**src/rtl/pwq_pkg.sv**
```systemverilog
// Package for the playback window quality block: sizes, shared types and
// sequence helpers. Depends on nothing; every other file imports it.
package pwq_pkg;

  localparam int WINDOW      = 256;
  localparam int QUEUE_DEPTH = 512;
  localparam int SEQ_W       = 32;
  localparam int QADDR_W     = $clog2(QUEUE_DEPTH);
  localparam int QCNT_W      = $clog2(QUEUE_DEPTH + 1);
  localparam int SPAN_W      = $clog2(WINDOW + 2);
  localparam int FRAC_W      = 16;
  localparam int QUAL_W      = FRAC_W + 1;
  localparam int OUT_W       = 9;
  localparam int OUT_MAX     = (1 << OUT_W) - 1;
  localparam int STEP_W      = $clog2(FRAC_W + 1);

  localparam logic [QUAL_W-1:0] FULL_QUALITY = QUAL_W'(1 << FRAC_W);

  localparam logic OP_PUSH  = 1'b0;
  localparam logic OP_CLEAR = 1'b1;

  typedef enum logic [2:0] {
    ST_IDLE,
    ST_UPD,
    ST_DRAG,
    ST_POP_RD,
    ST_POP_CHK,
    ST_DIV_GO,
    ST_DIV_WAIT,
    ST_FIN
  } state_t;

  typedef struct packed {
    logic             clear;
    logic             push;
    logic             pop;
    logic             rd;
    logic [SEQ_W-1:0] data;
  } queue_cmd_t;

  typedef struct packed {
    logic [QCNT_W-1:0] count;
    logic              full;
    logic [SEQ_W-1:0]  rd_data;
  } queue_stat_t;

  typedef struct packed {
    logic              done;
    logic [FRAC_W-1:0] quo;
  } div_stat_t;

  // True when a lies before b by signed difference of the wrapping numbers.
  function automatic logic seq_before(input logic [SEQ_W-1:0] a,
                                      input logic [SEQ_W-1:0] b);
    logic [SEQ_W-1:0] d;
    d = a - b;
    return d[SEQ_W-1];
  endfunction

endpackage

```
**src/rtl/pwq_div.sv**
```systemverilog
// Bit-serial restoring divider: one quotient bit per cycle of a count
// shifted up by the fraction width over a smaller span. Depends on pwq_pkg.
module pwq_div (
  input  logic                        clk,
  input  logic                        rst,
  input  logic                        start,
  input  logic [pwq_pkg::SPAN_W-1:0]  dividend,
  input  logic [pwq_pkg::SPAN_W-1:0]  divisor,
  output pwq_pkg::div_stat_t          stat
);
  import pwq_pkg::*;

  logic [SPAN_W:0]   rem;
  logic [SPAN_W-1:0] dvs;
  logic [FRAC_W-1:0] quo;
  logic [STEP_W-1:0] step;
  logic              busy;
  logic              done;
  logic [SPAN_W+1:0] trial;

  // The remainder stays below the divisor, so twice it fits one extra bit.
  assign trial = {rem, 1'b0} - {2'b00, dvs};

  always_ff @(posedge clk) begin
    if (rst) begin
      busy <= 1'b0;
      done <= 1'b0;
      step <= '0;
    end else begin
      done <= 1'b0;
      if (start) begin
        busy <= 1'b1;
        step <= '0;
      end else if (busy) begin
        step <= step + STEP_W'(1);
        if (32'(step) == 32'(FRAC_W - 1)) begin
          busy <= 1'b0;
          done <= 1'b1;
        end
      end
    end
  end

  always_ff @(posedge clk) begin
    if (start) begin
      rem <= {1'b0, dividend};
      dvs <= divisor;
      quo <= '0;
    end else if (busy) begin
      if (!trial[SPAN_W+1]) begin
        rem <= trial[SPAN_W:0];
        quo <= {quo[FRAC_W-2:0], 1'b1};
      end else begin
        rem <= {rem[SPAN_W-1:0], 1'b0};
        quo <= {quo[FRAC_W-2:0], 1'b0};
      end
    end
  end

  assign stat.done = done;
  assign stat.quo  = quo;

endmodule

```
**config.mk**
```make
export PLATFORM = sky130hd
export DESIGN_NAME = pwq_div
export DESIGN_NICKNAME = d
export VERILOG_FILES = /design/src/rtl/pwq_pkg.sv /design/src/rtl/pwq_div.sv
export SDC_FILE = /design/constraint.sdc
export NUM_CORES = 1
export LEC_CHECK = 0
export BUFFER_PORTS_ARGS = -buffer_cell sky130_fd_sc_hd__buf_2
export CAP_MARGIN = 20
export CORE_AREA = 2 2 66 81
export CTS_BUF_LIST = sky130_fd_sc_hd__clkbuf_2
export CTS_CLUSTER_SIZE = 25
export DETAILED_ROUTE_END_ITERATION = 12
export DIE_AREA = 0 0 68 83
export GPL_TIMING_DRIVEN = 0
export REMOVE_ABC_BUFFERS = 1
export SYNTH_ARGS = -nofsm -noshare
export SYNTH_HDL_FRONTEND = slang
export SYNTH_SLANG_ARGS = --single-unit
```
**constraint.sdc**
```tcl
create_clock -name clk -period 2.58 [get_ports clk]
set_input_delay 0.516 -clock clk [delete_from_list [all_inputs] [get_ports clk]]
set_output_delay 0.516 -clock clk [all_outputs]
set_load 0.005 [all_outputs]
```
; Word level (Yosys, flattened, before mapping)
; Cells that the tools add are included.
[classes]
n_addsub = 2
n_mul = 0
div = 0
order_cmp = 0
n_eq_ne = 1
shifts = 0
muxes = 8
bitwise_logic = 1
n_reduce_logical = 3
[op_table]
columns = op, count
row1 = $mux 9, 2
row2 = $sub 11x9->11, 1
row3 = $mux 10, 1
row4 = $add 5x1->5 const B, 1
row5 = $eq 5x4->1 const B, 1
row6 = $mux 1, 5
row7 = $reduce_or 3->1, 1
row8 = $reduce_bool 2->1, 1
row9 = $reduce_or 2->1, 1
row10 = $not 1->1, 1
[totals]
regBits = 42
latch_bits = 0
mem_bits_rw = 0
rom_bits = 0
input_bits = 21
out_inout_bits = 17
elab_cells = 22
memories = 0

; Longest topological paths before layout
[depth]
depth_word = 4
mapped_depth = 8
depth_no_buf = 8

; Worst setup path after synthesis
; No wires, ideal clock.
[synth_timing]
path_type = reg2reg
from = register rem[0]
to = register rem[3] (data pin)
setup_time_ns = 0.261
arrival_time_ns = 1.885
t_required_ns = 2.319
setup_slack_ns = 0.434
stages_incl_launch_ff = 9
n_path_buf = 0
synth_period_minus_slack_ns = 2.146
cell_sequence = edfxtp_1 -> inv_1 -> fa_1 -> nand2b_1 -> a21oi_4 -> a21oi_4 -> xnor2_4 -> nor3b_1 -> a221o_1
[synth_via]
elab_chain_len = 4
[synth_rtl]
columns = element, line
row1 = from (decl), pwq_div.sv:13  ; logic [SPAN_W:0] rem;
row2 = from (signal assigned), pwq_div.sv:46  ; rem <= {1'b0, dividend};
row3 = from (signal assigned), pwq_div.sv:51  ; rem <= trial[SPAN_W:0];
row4 = from (signal assigned), pwq_div.sv:54  ; rem <= {rem[SPAN_W-1:0], 1'b0};
row5 = $sub 11x9->11, pwq_div.sv:22  ; assign trial = {rem, 1'b0} - {2'b00, dvs};
row6 = $mux 10, pwq_div.sv:50  ; if (!trial[SPAN_W+1]) begin
row7 = $mux 9, pwq_div.sv:49  ; end else if (busy) begin
row8 = $mux 9, pwq_div.sv:45  ; if (start) begin
; Every way passes these cells. The select of a mux whose other input is x is not followed.
; A chain may end at the register's enable or synchronous reset.

; Final worst setup path
[layout_timing]
from = register rem[0]
to = register rem[4] (data pin)
; Same word-level chain as after synthesis.

==> flow_summary.ini <==
[finish]
nNetsFinal = 268
area.growth.synth_to_final_pct = 13.16
diodes = 0
drive_gt1_share_pct = 23.63

[placed_design]
dp_hpwl_um = 2669
gp_routability_congestion = 0.7304
buffer_ports.inserted = 37
dp_worst_setup_slack_ps = 186.8

[worst_setup_path]
startpoint = rem[0]
path_buf_inv = 1
end_kind = flop
worstSetupStartpointType = flop
critPathMostFrequentCell = sky130_fd_sc_hd__a21oi_4
cpPeakStageDelay_ps = 450
worst-endpoint-required_ps = 2740
crit_path_top_delay_cell = sky130_fd_sc_hd__fa_1
worst_r2r_startpoint = rem[0]
critical_path.cell_chain = inv_1 -> fa_1 -> nand2b_1 -> a21oi_4 -> a21oi_4 -> xnor2_4 -> mux2i_1 -> o21ai_0
timing_worst_setup_path_type = flop to flop
gate_family_responsible_for_the_most_delay_along_the_worst_path = adder cells
timing.critical_path.arrival_ps = 2550
crit_path_max_fanout = 10

[pwr]
irDropWorstVdd_v = 0.0003106
power_density_over_the_cells_nw_per_um2 = 714.8
static-leakage-power_nw = 1.050

[clock_tree]
cts-buffers-inserted = 5
cts_buffer_depth = 2
clkLatencyLatePin_ps = 410
tritoncts = yes
postCtsSetupRepairBufs = 0
clk_tree_root_cell = sky130_fd_sc_hd__clkbuf_2
tritoncts_num_sinks = 42
post_cts_resized = 0
ctsHoldBuffers = 0
path_clk_slew_ps = 220
cts-htree-levels = 2

[sta]
achievable-frequency_ghz = 0.4186
final_critical_path_setup_slack_ps = 191.0
totalNegativeSetupSlack_ps = 0
hold_viol = 0
rsz0062_at_grt = false
tightest_pin_transition_ps = 843.9
maxSlewHeadroom_pct = 43.74
min_cycle_time_layout_ps = 2389
portion_of_the_clock_cycle_consumed_by_the_worst_path_in_the_final_layout_pct = 92.60
final-setup-viol-count = 0
final_max_slew_viol_count = 0
skew_ps = 13.81

[worst_hold_path]
hold_path_class = input port to flop
min-delay-start = rst

[floorplanning]
die_area_um2 = 5644
ios = 38
row_count = 28
core_box_area_um2 = 4835
width_of_the_die_um = 68
initial_core_utilization_pct = 43.66
die_height_um = 83

[detailed_routing]
dr_total_vias = 1449
drtPass1Iterations = 4
drc_markers = 0
detail_route.wl_per_cell_um = 12.66
vias_per_cell = 4.879
final_antenna_net_count = 0
routed_wirelength_um = 3760
number_of_violations_reported_at_the_end_of_detailed_routing_iteration_0 = 53

[yosys]
syn_area_um2 = 2111
synth_compound_gate_area_share_pct = 11.03
count_of_flip_flops_with_a_built_in_enable_after_synthesis = 18
avgSynthCellArea_um2 = 10.55
number_of_different_library_cells_in_the_post_synthesis_netlist = 40
yosys.area_share.simple_pct = 12.15
synthesis.yosys.warnings = 0
synth_top_family_by_area = simple AND/OR/NAND/NOR gates
synth.area.mux_share_pct = 10.43
yosys_register_bits = 42
synthFlopType = sky130_fd_sc_hd__dfxtp_1
postSynth.asyncResetShare_pct = 0
synth_sequential_area_ratio_pct = 48.37
synth_xor_area_share_pct = 6.639
synth-adder-area-share_pct = 6.876
netlist_instances = 200

[global_route]
grt_pass1_vias = 1402
global_routing_usage_summed_across_all_routing_layers_pct = 14.73
grt_max_degree = 50
grt_pass1_wl_um = 6292
grt_antenna_before_repair = 0
gr-total-overflow = 0

[status]
run_status = finished, final reports clean

[run]
maxCapViolCount = 0
-- through the flow --
stage / power (mW) / area (um2) / util (%) / hold WS [ps] / std cells
floorplan: 1.308 / 2061 / - / 456.3 / 191
global placement: 1.435 / 2321 / 48.01 / 469.0 / 288
detailed placement: 1.445 / 2349 / 48.58 / 475.4 / 289
CTS: 1.736 / 2389 / 49.40 / 212.3 / 297
global route: 1.836 / 2389 / 49.40 / 200.3 / 297
finish: 1.707 / 2389 / 49.40 / 241.0 / 297
-- Yosys cell counts (2+ instances only) --
library cell               number  share of area, %
sky130_fd_sc_hd__mux2i_1       22                10
sky130_fd_sc_hd__ha_1          10               5.9
sky130_fd_sc_hd__clkbuf_1       3              0.53
sky130_fd_sc_hd__a21oi_4        2               1.5
sky130_fd_sc_hd__or2_2          2              0.59
sky130_fd_sc_hd__a21oi_1        8               1.9
sky130_fd_sc_hd__o21a_1         2              0.71
sky130_fd_sc_hd__nand2b_1       4               1.2
sky130_fd_sc_hd__buf_4          4               1.4
sky130_fd_sc_hd__dfxtp_1       24                23
sky130_fd_sc_hd__nand2_1       15               2.7
sky130_fd_sc_hd__xnor2_1        6               2.5
sky130_fd_sc_hd__nor2_1        30               5.3
sky130_fd_sc_hd__o21ai_0       10               2.4
sky130_fd_sc_hd__inv_1         12               2.1
sky130_fd_sc_hd__xor2_1         5               2.1
sky130_fd_sc_hd__edfxtp_1      18                26
-- final cells by class --
| type | count | area, um2 |
|---|---|---|
| inverters | 12 | 45.04 |
| multi-input cells | 137 | 994.7 |
| clock buffers | 5 | 25.02 |
| repair buffers | 38 | 212.7 |
| well taps | 60 | 75.07 |
| fillers | 456 | 2446 |
| clock inverters | 3 | 15.01 |
| flip-flops and latches | 42 | 1021 |
-- per-layer routing --
layer	global-route usage, %	part of all wire [%]	vias up
met1	18.02	47	648
met4	6.000	1.8	0
li1	-	-	761
met5	0	0	-
met3	3.659	4.3	7
met2	24.10	47	33
-- registers in the layout, indices dropped and copies added (netlist names) --
name,cells
rem,10
step,5
quo,16
done,1
busy,1
dvs,9
-- cells by family after synthesis --
group | count (synthesis)
fa+ha+maj | 11
compound gates | 33
flops | 42
mux | 22
buf+inv | 21
simple gates | 58
xor+xnor | 13
-- final timing paths --
check,endpoint,slack [ps],cells after the start
max,rem[4],190,8
min,busy,240,2
max reg2reg,rem[4],190,8
min reg2reg,step[4],500,2
-- layout by cell type, fill, tap and decap left out, types with 2 or more instances in the layout --
| master | count |
|---|---|
| sky130_fd_sc_hd__mux2i_1 | 22 |
| sky130_fd_sc_hd__or2_2 | 2 |
| sky130_fd_sc_hd__inv_1 | 12 |
| sky130_fd_sc_hd__dfxtp_1 | 24 |
| sky130_fd_sc_hd__o21ai_0 | 10 |
| sky130_fd_sc_hd__xor2_1 | 5 |
| sky130_fd_sc_hd__a21oi_1 | 8 |
| sky130_fd_sc_hd__o21a_1 | 2 |
| sky130_fd_sc_hd__ha_1 | 10 |
| sky130_fd_sc_hd__a21oi_4 | 2 |
| sky130_fd_sc_hd__clkbuf_2 | 5 |
| sky130_fd_sc_hd__nand2_1 | 15 |
| sky130_fd_sc_hd__nor2_1 | 30 |
| sky130_fd_sc_hd__xnor2_1 | 6 |
| sky130_fd_sc_hd__edfxtp_1 | 18 |
| sky130_fd_sc_hd__buf_2 | 37 |
| sky130_fd_sc_hd__nand2b_1 | 4 |
-- power by group --
part	internal (mW)	switching, mW
combinational	0.283	0.326
clock	0.0634	0.221
sequential	0.770	0.0434
No activity file was read; power rests on OpenSTA's default activity.
